==> config.mk <==
export PLATFORM = sky130hd
export DESIGN_NAME = three_term_recurrence_checksum
export DESIGN_NICKNAME = d
export VERILOG_FILES = /design/src/hw/rtl/ttrc_pkg.sv /design/src/hw/rtl/three_term_recurrence_checksum.sv
export VERILOG_INCLUDE_DIRS = /design/src /design/src/hw/rtl
export SDC_FILE = /design/constraint.sdc
export NUM_CORES = 1
export LEC_CHECK = 0
export BUFFER_PORTS_ARGS = -buffer_cell sky130_fd_sc_hd__buf_2
export CORE_ASPECT_RATIO = 1.1
export CORE_UTILIZATION = 50
export DETAILED_ROUTE_END_ITERATION = 10
export PLACE_DENSITY = 0.66
export RECOVER_POWER = 25
export SYNTH_ARGS = -nofsm -noshare
export SYNTH_HDL_FRONTEND = slang
export SYNTH_SLANG_ARGS = --single-unit
==> constraint.sdc <==
create_clock -name aclk -period 36.6 [get_ports aclk]
set_input_delay 7.32 -clock aclk [delete_from_list [all_inputs] [get_ports aclk]]
set_output_delay 7.32 -clock aclk [all_outputs]
set_load 0.02 [all_outputs]
==> src/hw/rtl/three_term_recurrence_checksum_defines.svh <==
// ----------------------------------------------------------------------------
// Assertion macros for the three-term recurrence checksum
// Clocked on aclk, disabled while aresetn is low.
// ----------------------------------------------------------------------------
`ifndef THREE_TERM_RECURRENCE_CHECKSUM_DEFINES_SVH
`define THREE_TERM_RECURRENCE_CHECKSUM_DEFINES_SVH

// same-cycle implication
`define TTRC_ASSERT_NOW(label, ante, cons, msg) \
    label: assert property (@(posedge aclk) disable iff (!aresetn) (ante) |-> (cons)) \
        else $error(msg);

// next-cycle implication
`define TTRC_ASSERT_NEXT(label, ante, cons, msg) \
    label: assert property (@(posedge aclk) disable iff (!aresetn) (ante) |=> (cons)) \
        else $error(msg);

`endif

==> src/hw/rtl/ttrc_pkg.sv <==
// ----------------------------------------------------------------------------
// ttrc_pkg
// Constants and the mod-65535 fold used by the recurrence checksum.
// ----------------------------------------------------------------------------
package ttrc_pkg;

    localparam int BYTE_W = 8;
    localparam int TERM_W = 16;
    localparam int PROD_W = 25;   // (byte + alpha) * newer fits in 25 bits

    localparam logic [BYTE_W-1:0] SEED_OFFSET = 8'd7;
    localparam logic [BYTE_W-1:0] ALPHA_MUL   = 8'd17;
    localparam logic [BYTE_W-1:0] BETA_MUL    = 8'd31;
    localparam logic [TERM_W-1:0] MODULUS     = 16'd65535;

    // 2^64 = 1 (mod 65535); add 1 plus 256*65535 to bring a negative
    // difference back to a positive value congruent to that difference plus 1
    localparam logic [PROD_W-1:0] NEG_BIAS = 25'd16776961;

    // x mod 65535 for a 25-bit x: 65536 = 1, so fold the high bits in
    function automatic logic [TERM_W-1:0] fold_mod(input logic [PROD_W-1:0] x);
        logic [TERM_W:0] sum;
        sum = {1'b0, x[TERM_W-1:0]} + {8'b0, x[PROD_W-1:TERM_W]};
        if (sum >= {1'b0, MODULUS}) begin
            sum = sum - {1'b0, MODULUS};
        end
        return sum[TERM_W-1:0];
    endfunction

endpackage

==> src/hw/rtl/three_term_recurrence_checksum.sv <==
// ----------------------------------------------------------------------------
// three_term_recurrence_checksum
// Byte-stream checksum built on a three-term recurrence, mod 65535.
// ----------------------------------------------------------------------------
//  channel | dir | payload                         | beat meaning
//  s_      | in  | tdata[7:0] msg_byte, tlast eom  | one message byte
//  m_      | out | tdata[15:0] check_value         | checksum of one message
//
//  One byte per cycle sustained, except while a last byte waits on a stalled
//  output; a beat is held in the input register and the recurrence (two small
//  multiplies, subtract, fold) runs as it leaves, so m_tvalid for a checksum
//  rises once its last byte has passed the input and output registers.
//  Reset: synchronous, active-low aresetn; clears both stages and rearms.
//  Stall: only a last byte waits on a full, stalled output register;
//  other bytes keep flowing.
`include "three_term_recurrence_checksum_defines.svh"

module three_term_recurrence_checksum
    import ttrc_pkg::*;
(
    input  logic              aclk,
    input  logic              aresetn,

    input  logic              s_tvalid,
    output logic              s_tready,
    input  logic [BYTE_W-1:0] s_tdata,   // [7:0] msg_byte
    input  logic              s_tlast,   // end_of_msg

    output logic              m_tvalid,
    input  logic              m_tready,
    output logic [TERM_W-1:0] m_tdata    // [15:0] check_value
);

    // input stage
    logic              in_valid_reg, in_valid_next;
    logic [BYTE_W-1:0] in_byte_reg;
    logic              in_last_reg;

    // recurrence state
    logic [TERM_W-1:0] older_reg, older_next;
    logic [TERM_W-1:0] newer_reg, newer_next;
    logic [BYTE_W-1:0] pos_reg, pos_next;
    logic              in_msg_reg, in_msg_next;

    // output stage
    logic              out_valid_reg, out_valid_next;
    logic [TERM_W-1:0] out_data_reg, out_data_next;

    logic              out_free;
    logic              advance;
    logic [BYTE_W-1:0] alpha, beta;
    logic [BYTE_W:0]   factor;
    logic [PROD_W-1:0] grow;
    logic [PROD_W-2:0] shrink;
    logic [PROD_W:0]   diff;
    logic [PROD_W-1:0] adj;

    assign out_free = !out_valid_reg || m_tready;
    assign advance  = in_valid_reg && (!in_last_reg || out_free);
    assign s_tready = !in_valid_reg || advance;

    always_comb begin
        alpha  = BYTE_W'(pos_reg * ALPHA_MUL);
        beta   = BYTE_W'(pos_reg * BETA_MUL);
        factor = {1'b0, in_byte_reg} + {1'b0, alpha};
        grow   = PROD_W'(factor) * PROD_W'(newer_reg);
        shrink = (PROD_W-1)'(beta) * (PROD_W-1)'(older_reg);
        diff   = {1'b0, grow} - {2'b0, shrink};
        // negative: low bits are 2^25 + d; the bias wraps it positive
        adj    = diff[PROD_W] ? (diff[PROD_W-1:0] + NEG_BIAS) : diff[PROD_W-1:0];
    end

    always_comb begin
        in_valid_next  = in_valid_reg;
        older_next     = older_reg;
        newer_next     = newer_reg;
        pos_next       = pos_reg;
        in_msg_next    = in_msg_reg;
        out_valid_next = out_valid_reg;
        out_data_next  = out_data_reg;

        if (advance) begin
            in_valid_next = 1'b0;
            if (!in_msg_reg) begin
                older_next = TERM_W'(1);
                newer_next = TERM_W'({1'b0, in_byte_reg} + {1'b0, SEED_OFFSET});
                pos_next   = BYTE_W'(1);
            end else begin
                older_next = newer_reg;
                newer_next = fold_mod(adj);
                pos_next   = pos_reg + BYTE_W'(1);
            end
            in_msg_next = !in_last_reg;
        end

        if (s_tvalid && s_tready) begin
            in_valid_next = 1'b1;
        end

        if (advance && in_last_reg) begin
            out_valid_next = 1'b1;
            out_data_next  = newer_next;
        end else if (m_tready) begin
            out_valid_next = 1'b0;
        end
    end

    always_ff @(posedge aclk) begin
        if (!aresetn) begin
            in_valid_reg  <= 1'b0;
            older_reg     <= TERM_W'(1);
            newer_reg     <= TERM_W'(1);
            pos_reg       <= '0;
            in_msg_reg    <= 1'b0;
            out_valid_reg <= 1'b0;
        end else begin
            in_valid_reg  <= in_valid_next;
            older_reg     <= older_next;
            newer_reg     <= newer_next;
            pos_reg       <= pos_next;
            in_msg_reg    <= in_msg_next;
            out_valid_reg <= out_valid_next;
        end
    end

    always_ff @(posedge aclk) begin
        if (s_tvalid && s_tready) begin
            in_byte_reg <= s_tdata;
            in_last_reg <= s_tlast;
        end
        out_data_reg <= out_data_next;
    end

    assign m_tvalid = out_valid_reg;
    assign m_tdata  = out_data_reg;

    `TTRC_ASSERT_NOW(a_residue_range, m_tvalid, m_tdata != MODULUS,
        "checksum outside mod-65535 range")
    `TTRC_ASSERT_NOW(a_last_waits, in_valid_reg && in_last_reg && !out_free, !s_tready,
        "input taken while final byte is blocked")
    `TTRC_ASSERT_NEXT(a_seed, advance && !in_msg_reg,
        older_reg == TERM_W'(1) && pos_reg == BYTE_W'(1),
        "first byte did not seed the recurrence")
    `TTRC_ASSERT_NEXT(a_emit_rearm, advance && in_last_reg, m_tvalid && !in_msg_reg,
        "final byte did not produce a checksum and rearm")

endmodule
==> run_results.csv, run 1 <==
group,metric,value,unit
timing,rsz0062_at_grt,"no",
drt,wirelength,35.6,mm
yosys,async_flop_share,0,%
setup_path,crit_cells,4,
setup_path,path_buf_inv,2,
yosys,synth-edff-count,25,
floorplanning,dieArea,29500,um^2
yosys,yosysMostFrequentCell,"inv_1",
yosys,synth_seq_area_share,11.2,%
timing,fin_crit_sh,41.7,%
setup_path,crit_end,"s_tready",
clock_network,clk_latency,0.35,ns
job,maxCapViolations,0,
timing,fin_tns_setup,0,ns
yosys,synth_area,14400,um^2
yosys,yosys_warnings,0,
setup_path,worst-path-max-fanout,4,
outcome,status,"completed",
setup_path,reg2reg_depth,42,
finish,nets,2000,
finish,diodes,0,
finish,num-fill-cells,2590,
timing,fin_ws,21.33,ns
global_routing,grt_pass1_wl,59.8,mm
hold_path,hold_class,"register to register",
yosys,synth_cells,1647,
global_routing,grt_max_degree,43,
setup_path,critPathSlowestCell,"nor2b_1",
yosys,synth_area_per_cell,8.74,um^2
yosys,syn_nets,2014,
global_routing,grtUsageTotal,26.0,%
timing,setup_viol,0,
timing,finalHoldWorstSlack,0.552,ns
clock_network,post-cts-setup-buffers,0,
clock_network,cts_buffers,9,
setup_path,r2r_start,"pos_reg[1]$_SDFFE_PN0P_",
timing,finClkSkew,0.00644,ns
timing,maxSlewHeadroom,26.6,%
drt,dr.pass1.iters,5,
floorplanning,dieHeight,180,um
setup_path,rr_endpoint,"m_tdata[10]$_DFFE_PP_",
setup_path,cp-end-kind,"primary output",
setup_path,crit_path_frequent_cell,"buf_2",
drt,vias_per_cell,5.59,
drt,drt_iter0_drc,664,
place,dp_hpwl,29.1,mm
clock_network,cts_tree,"done",
place,buffer_ports.inserted,30,
drt,via_count,11200,
clock_network,cts_hold_buf,0,
global_routing,antenna_found_initial,0,
setup_path,path_cells,"buf_2 > nor2b_1 > nand3_1 > buf_2",
finish,drive_gt1_share,4.40,%
yosys,synth_area_leaders,"fa_1 (33%), ha_1 (10%), inv_1 (7.7%), dfxtp_1 (6.0%), nand2_1 (5.6%)",
setup_path,critPathLaunch,"m_tready",
yosys,synthTopCellsByCount,"inv_1 (295), fa_1 (238), nand2_1 (216)",
yosys,ys.flop_type,"dfxtp_1",
timing,worst_slew_pin_slew,1.09,ns
setup_path,cpPeakStageDelay,0.22,ns
timing,finalMaxSlewViolations,0,
yosys,yosysTopAreaCell,"fa_1",
yosys,ys_types,80,
setup_path,critical_path_class,"input pin to primary output",
yosys,synth_top_cell_area_share,33.1,%
place,gp_congestion,0.887,
place,dp_slack,21.31,ns
finish,area_growth,5.00,%
global_routing,overflow,0,
clock_network,clock_path_buffers,2,
timing,max_freq,65.5,MHz
place,dpl.cell_count,1985,
floorplanning,io_pins,31,
clock_network,htreeDepth,3,
clock_network,cts.clk_slew.worst_paths,0.06,ns
floorplanning,core,28000,um^2
global_routing,grt_pass1_vias,11600,
timing,fin_crit,15.27,ns
setup_path,cp_top_family,"simple AND/OR/NAND/NOR gates",
drt,wl_per_cell,17.8,um
floorplanning,rows,64,
clock_network,cts_root_buf,"clkbuf_16",
setup_path,start_kind,"input pin",
setup_path,cp.arrival,7.95,ns
clock_network,cts.sinks,68,
drt,drcViolationCount,0,
clock_network,ctsResizeCount,0,
setup_path,r2r_slack,22.47,ns
finish,finalNonFillerCells,2001,
setup_path,crit_required,29.28,ns
floorplanning,start_util,51.3,%
yosys,ys_ff_latch,68,
timing,hold_viol_final,0,
drt,ant_nets,0,
floorplanning,die_w,164,um
cell usage in the layout (no fill, tap or decap), types with 12 or more instances in the layout:
cell type and count:
inv_1 295, fa_1 238, nand2_1 216, and2_1 128, ha_1 116, xnor2_1 57, a21oi_1 54, nor2_1 48
dfxtp_1 43, nand3_1 36, o21ai_0 32, nor3_1 28, xor2_1 26, edfxtp_1 25, nor2b_1 21, a21o_1 20
clkbuf_1 16, buf_2 15, buf_4 12
logic make-up (layout without fill, tap and decap cells):
logic type,count (synthesis),count (layout),synth area share (%)
adder cells (fa/ha/maj),354,354,43.2
buffers and inverters,363,354,9.62
XOR/XNOR,88,88,5.51
flip-flops,68,68,11.2
AND/OR/NAND/NOR,543,543,18.8
AO/OA/AOI/OAI,226,226,11.3
multiplexers,5,5,0.365
how the worst min path moves through the flow:
stage,startpoint,to,depth (start not counted)
2_1_floorplan,newer_reg[11]$_SDFF_PN0_,newer_reg[11]$_SDFF_PN0_,1
3_3_place_gp,in_valid_reg$_SDFFE_PN0P_,in_valid_reg$_SDFFE_PN0P_,2
3_5_place_dp,in_valid_reg$_SDFFE_PN0P_,in_valid_reg$_SDFFE_PN0P_,2
4_1_cts,in_valid_reg$_SDFFE_PN0P_,in_valid_reg$_SDFFE_PN0P_,2
5_1_grt,in_valid_reg$_SDFFE_PN0P_,in_valid_reg$_SDFFE_PN0P_,2
6_report,in_valid_reg$_SDFFE_PN0P_,in_valid_reg$_SDFFE_PN0P_,2
worst min-delay path, delay by kind of cell, from the launching register on:
kind,cells,cell delay (ns)
flops,1,0.34
compound gates,1,0.07
simple gates,1,0.10
layout make-up:
class                           count  area [um^2]  share of cell area, %
Inverter                          296         1110                   7.35
Clock buffer                       10          229                   1.52
Clock inverter                      6         72.6                  0.480
Sequential cell                    68         1610                   10.7
Multi-Input combinational cell   1216        11400                   75.5
Timing Repair Buffer               42          221                   1.47
Tap cell                          363          454                   3.01
stage by stage:
step	util, %	area, um^2
global placement	52.9	14800
detailed placement	52.9	14800
global route	53.9	15100
finish	53.9	15100
CTS	54.0	15100
floorplan	-	14400
metal layers:
metal | share of wire (%) | routed length, um | GRT usage, %
met1 | 43 | 15200 | 34.3
met2 | 50 | 17800 | 44.0
met3 | 5.1 | 1840 | 3.99
met4 | 2.4 | 851 | 6.85
met5 | 0 | 0 | 0
Power of run 1 is left out: the tool's default activity adds up to more than one toggle a clock period on the data nets, which glitch-free logic cannot reach.
==> run 2, diff against run 1 <==
--- a/config.mk
+++ b/config.mk
@@ -6,6 +6,7 @@
 export SDC_FILE = /design/constraint.sdc
 export NUM_CORES = 1
 export LEC_CHECK = 0
+export ABC_AREA = 1
 export BUFFER_PORTS_ARGS = -buffer_cell sky130_fd_sc_hd__buf_2
 export CORE_ASPECT_RATIO = 1.1
 export CORE_UTILIZATION = 50
==> constraint.sdc (replaced) <==
create_clock -name aclk -period 14.6 [get_ports aclk]
set_input_delay 2.92 -clock aclk [delete_from_list [all_inputs] [get_ports aclk]]
set_output_delay 2.92 -clock aclk [all_outputs]
set_load 0.02 [all_outputs]
==> run 2 against run 1 <==
Net effect:
- clock skew increased by 0.0096 ns
- non-clock buffer count is 4 lower
- clock-buffer cell count stayed put
- first-iteration DRC count shrank 11%
- sequential cell count did not move
- hold slack got worse by 0.019 ns
- via count rose by 1.7%
- global-route usage rose by 1.5 points
- critical path depth up 52
- setup slack worse by 19 ns
- utilization is 0.61 points lower
- critical path type is now register to register
- critical endpoint is now m_tdata[2]$_DFFE_PP_
==> run_results.csv, run 2 <==
group,metric,value,unit
global_routing,grt_pass1_vias,11700,
global_routing,overflow,0,
setup_path,start_kind,"register",
timing,fin_ws,1.85,ns
timing,max_freq,78.4,MHz
setup_path,crit_required,14.71,ns
clock_network,ctsResizeCount,0,
timing,fin_crit_sh,87.3,%
global_routing,grtUsageTotal,27.4,%
drt,drt_iter0_drc,592,
clock_network,cts_hold_buf,0,
clock_network,cts_tree,"done",
floorplanning,dieArea,28800,um^2
timing,worst_slew_pin_slew,0.926,ns
global_routing,grt_pass1_wl,59.9,mm
drt,ant_nets,0,
floorplanning,io_pins,31,
global_routing,grt_max_degree,41,
job,maxCapViolations,0,
finish,mostFrequentLayoutCell,"inv_1",
setup_path,cpPeakStageDelay,0.59,ns
timing,maxSlewHeadroom,38.3,%
place,gp_congestion,0.933,
floorplanning,dieHeight,178,um
floorplanning,rows,64,
floorplanning,start_util,50.7,%
finish,nets,2218,
place,buffer_ports.inserted,30,
yosys,yosysMostFrequentCell,"inv_1",
drt,wl_per_cell,16.6,um
place,dp_hpwl,30.9,mm
setup_path,cp.arrival,12.86,ns
place,dp_slack,1.89,ns
setup_path,cp-end-kind,"register",
clock_network,htreeDepth,3,
clock_network,post-cts-setup-buffers,0,
clock_network,cts_buffers,9,
finish,register_area,1610,um^2
setup_path,critical_path_class,"register to register",
timing,fin_crit,12.75,ns
yosys,synth_area_leaders,"fa_1 (34%), inv_1 (13%), nand2_1 (12%), ha_1 (10%), dfxtp_1 (6.1%)",
yosys,ys_types,46,
setup_path,critPathLaunch,"pos_reg[0]$_SDFFE_PN0P_",
yosys,syn_nets,2218,
yosys,ys.flop_type,"dfxtp_1",
yosys,synth-edff-count,25,
setup_path,r2r_start,"pos_reg[0]$_SDFFE_PN0P_",
yosys,synth_top_cell_area_share,33.9,%
finish,diodes,0,
finish,multiInputGateArea,10400,um^2
floorplanning,core,27700,um^2
drt,vias_per_cell,5.13,
clock_network,cts.sinks,68,
timing,rsz0062_at_grt,"no",
finish,layout_common_cells,"inv_1 (480), nand2_1 (443), fa_1 (238)",
yosys,synth_cells,1851,
finish,num-fill-cells,2676,
timing,hold_viol_final,0,
yosys,async_flop_share,0,%
timing,fin_tns_setup,0,ns
yosys,synth_seq_area_share,11.5,%
timing,finClkSkew,0.0161,ns
clock_network,cts_root_buf,"clkbuf_16",
global_routing,antenna_found_initial,0,
hold_path,min_from,"older_reg[14]$_SDFFE_PN0P_",
clock_network,cts.clk_slew.worst_paths,0.07,ns
setup_path,worst-path-max-fanout,25,
drt,dr.pass1.iters,6,
outcome,status,"completed",
yosys,synthTopCellsByCount,"inv_1 (480), nand2_1 (443), fa_1 (238)",
yosys,synth_area,14100,um^2
yosys,yosys_warnings,0,
finish,drive_gt1_share,5.87,%
setup_path,critPathSlowestCell,"fa_1",
floorplanning,die_w,162,um
finish,area_growth,5.06,%
drt,wirelength,36.8,mm
yosys,ys_ff_latch,68,
drt,drcViolationCount,0,
finish,final_area,14800,um^2
clock_network,clk_latency,0.35,ns
clock_network,clock_path_buffers,2,
drt,via_count,11400,
yosys,synth_area_per_cell,7.59,um^2
hold_path,hold_class,"register to register",
place,place_area,14500,um^2
timing,finalMaxSlewViolations,0,
timing,setup_viol,0,
yosys,yosysTopAreaCell,"fa_1",
==> run 2: cell types whose count changed after synthesis, sizes merged, moves of 21 or more <==
| cell | delta |
|---|---|
| nand2 | +252 |
| inv | +189 |
| and2 | -127 |
| nor2 | +116 |
| xnor2 | -43 |
| nand3 | +35 |
| nor2b | -21 |
==> run 2: layer usage <==
metal | vias to the layer above | GRT usage (%) | part of all wire (%)
met5 | - | 0 | 0
met3 | 102 | 4.72 | 6.8
met4 | 0 | 11.9 | 4.2
met1 | 5486 | 32.4 | 39
met2 | 389 | 48.8 | 50
li1 | 5400 | - | -
==> run 2: cells by family after synthesis <==
kind of cell / after synthesis / share of synthesized area, %
DFF: 68 / 11.5
buffers and inverters: 534 / 14.7
AOI/OAI and AO/OA: 96 / 3.78
adders and majority gates: 354 / 44.2
xor gates and xnor gates: 60 / 3.79
and+or+nand+nor: 739 / 22.1
==> run 2: metrics by stage <==
step | std cells | hold WS (ns) | utilization (%)
finish | 2219 | 0.534 | 53.3
global route | 2219 | 0.569 | 53.3
CTS | 2219 | 0.531 | 53.3
detailed placement | 2203 | 0.519 | 52.3
global placement | 2203 | 0.519 | 52.3
floorplan | 1851 | 0.464 | -
==> run 2: critical path, delay by kind of cell, from the launching register on <==
family	cells	cell delay, ns
compound gates	5	1.19
flops	1	0.29
simple gates	23	2.97
xor+xnor	3	0.66
buf+inv	12	1.21
fa+ha+maj	13	6.17
==> run 2: area by class of cell <==
| class | instances | area share (%) |
|---|---|---|
| inverter | 485 | 12.3 |
| timing repair buffer | 38 | 1.36 |
| tap | 363 | 3.08 |
| multi-input combinational | 1249 | 70.3 |
| clock buffer | 10 | 1.69 |
| sequential | 68 | 10.9 |
| clock inverter | 6 | 0.297 |
==> run 2: final timing paths <==
path | to | slack, ns | cells after the start
hold / removal | older_reg[14]$_SDFFE_PN0P_ | 0.53 | 2
setup reg to reg | m_tdata[2]$_DFFE_PP_ | 1.85 | 56
setup / recovery | m_tdata[2]$_DFFE_PP_ | 1.85 | 56
hold reg to reg | older_reg[14]$_SDFFE_PN0P_ | 0.53 | 2
Power of run 2 is left out for the same reason.
==> run 3, diff against run 2 <==
--- a/config.mk
+++ b/config.mk
@@ -6,12 +6,11 @@
 export SDC_FILE = /design/constraint.sdc
 export NUM_CORES = 1
 export LEC_CHECK = 0
-export ABC_AREA = 1
 export BUFFER_PORTS_ARGS = -buffer_cell sky130_fd_sc_hd__buf_2
 export CORE_ASPECT_RATIO = 1.1
-export CORE_UTILIZATION = 50
+export CORE_UTILIZATION = 60
 export DETAILED_ROUTE_END_ITERATION = 10
-export PLACE_DENSITY = 0.66
+export PLACE_DENSITY = 0.77
 export RECOVER_POWER = 25
 export SYNTH_ARGS = -nofsm -noshare
 export SYNTH_HDL_FRONTEND = slang
==> run 3 against run 2 <==
Net effect:
- via count grew 1.6%
- fmax is 7.6% lower
- cell count shrank 12%
- clock skew shrank 0.0042 ns
- die area down 15%
- utilization rose by 11 points
- hold slack better by 0.0021 ns
==> run_results.csv, run 3 (synthesis gave the netlist of run 1 again) <==
group,metric,value,unit
setup_path,cpPeakStageDelay,0.58,ns
setup_path,crit_path_frequent_cell,"fa_1",
timing,fin_crit_sh,94.5,%
setup_path,r2r_slack,0.80,ns
setup_path,critPathLaunch,"pos_reg[2]$_SDFFE_PN0P_",
drt,routed-wl-met2,18.1,mm
global_routing,antenna_found_initial,0,
timing,rsz0062_at_grt,"no",
finish,num-fill-cells,1988,
hold_path,hold_end,"in_valid_reg$_SDFFE_PN0P_",
finish,multiInputGateArea,11400,um^2
clock_network,cts_tree,"done",
drt,drcViolationCount,0,
clock_network,cts_root_buf,"clkbuf_16",
setup_path,cp-end-kind,"register",
setup_path,path_buf_inv,5,
floorplanning,die_w,150,um
drt,via_count,11600,
outcome,status,"completed",
clock_network,cts_hold_buf,0,
setup_path,worst-path-max-fanout,16,
hold_path,min_from,"in_valid_reg$_SDFFE_PN0P_",
floorplanning,dieArea,24600,um^2
setup_path,reg2reg_depth,44,
job,maxCapViolations,0,
drt,drt_iter0_drc,676,
drt,wirelength,37.1,mm
finish,diodes,0,
drt,vias_per_cell,5.94,
global_routing,grt_max_degree,42,
timing,setup_viol,0,
floorplanning,io_pins,31,
clock_network,clk_latency,0.35,ns
timing,worst_slew_pin_slew,1.05,ns
setup_path,cp_top_family,"adder cells",
timing,fin_ws,0.801,ns
place,buffer_ports.inserted,30,
clock_network,cts_buffers,9,
setup_path,cp.arrival,13.91,ns
timing,fin_tns_setup,0,ns
setup_path,start_kind,"register",
place,gp_congestion,0.961,
finish,finalNonFillerCells,1946,
timing,max_freq,72.5,MHz
timing,finClkSkew,0.0118,ns
hold_path,hold_class,"register to register",
drt,wl_met1,14.5,mm
drt,wl_met3,2.63,mm
finish,mostFrequentLayoutCell,"inv_1",
finish,drive_gt1_share,4.94,%
hold_path,min_path_cells,2,
finish,final_core_util,63.8,%
drt,ant_nets,0,
place,dpl.cell_count,1931,
setup_path,r2r_start,"pos_reg[2]$_SDFFE_PN0P_",
global_routing,grt_pass1_wl,61.4,mm
finish,register_area,1610,um^2
global_routing,grt_pass1_vias,12100,
setup_path,critical_path_class,"register to register",
drt,routed.top_layer,"met4",
setup_path,critPathSlowestCell,"fa_1",
timing,hold_viol_final,0,
global_routing,overflow,0,
floorplanning,rows,59,
setup_path,crit_required,14.71,ns
global_routing,grtUsageTotal,32.6,%
clock_network,clock_path_buffers,2,
drt,dr.pass1.iters,6,
finish,nets,2004,
finish,area_growth,4.74,%
clock_network,htreeDepth,3,
timing,maxSlewHeadroom,29.3,%
finish,layout_common_cells,"inv_1 (295), fa_1 (238), nand2_1 (216)",
floorplanning,start_util,60.9,%
setup_path,rr_endpoint,"m_tdata[11]$_DFFE_PP_",
place,dp_hpwl,30.1,mm
drt,wl_per_cell,19.1,um
place,dp_slack,0.714,ns
timing,finalMaxSlewViolations,0,
floorplanning,core,23600,um^2
clock_network,cts.sinks,68,
timing,fin_crit,13.80,ns
floorplanning,dieHeight,164,um
clock_network,cts.clk_slew.worst_paths,0.07,ns
## run 3: how the worst max path moves through the flow
| stage | endpoint | cells past startpoint | slack (ns) |
|---|---|---|---|
| final | m_tdata[11]$_DFFE_PP_ | 44 | 0.80 |
| after global routing | m_tdata[9]$_DFFE_PP_ | 44 | 0.07 |
| after CTS | m_tdata[11]$_DFFE_PP_ | 41 | 0.66 |
| after detailed placement | m_tdata[11]$_DFFE_PP_ | 41 | 0.71 |
| after global placement | m_tdata[11]$_DFFE_PP_ | 41 | 1.00 |
| after floorplan | m_tdata[11]$_DFFE_PP_ | 44 | 1.85 |
## run 3: area by class of cell
type | count | area share, %
Multi-Input combinational cell | 1216 | 75.8
Sequential cell | 68 | 10.7
Inverter | 296 | 7.37
Tap cell | 305 | 2.53
Timing Repair Buffer | 46 | 1.70
Clock buffer | 11 | 1.54
Clock inverter | 4 | 0.349
## run 3: what timing repair did
item | 4_1_cts | 5_1_grt
buffers inserted | 0 | 0
endpoints found under the setup margin | 0 | 9
hold endpoints to repair | 0 | 0
gates resized for setup | 0 | 4
## run 3: worst reg2reg max path, delay by kind of cell (launching register included)
kind	cells	cell delay, ns
compound gates	18	4.08
xor+xnor	2	0.35
fa+ha+maj	12	5.74
buf+inv	5	0.51
flops	1	0.49
simple gates	7	2.36
## run 3: per-layer routing
metal  global-route usage [%]  vias up
met2                     55.2      445
met5                        0        -
li1                         -     5234
met4                     16.7        0
met3                     6.13      128
met1                     39.7     5747
## run 3: per-stage QoR
stage,hold slack (ns),instance area (um^2)
after floorplan,0.463,14400
after global placement,0.520,14800
after detailed placement,0.525,14800
after CTS,0.535,15100
after global routing,0.583,15100
final,0.536,15100
Power of run 3 is left out for the same reason.
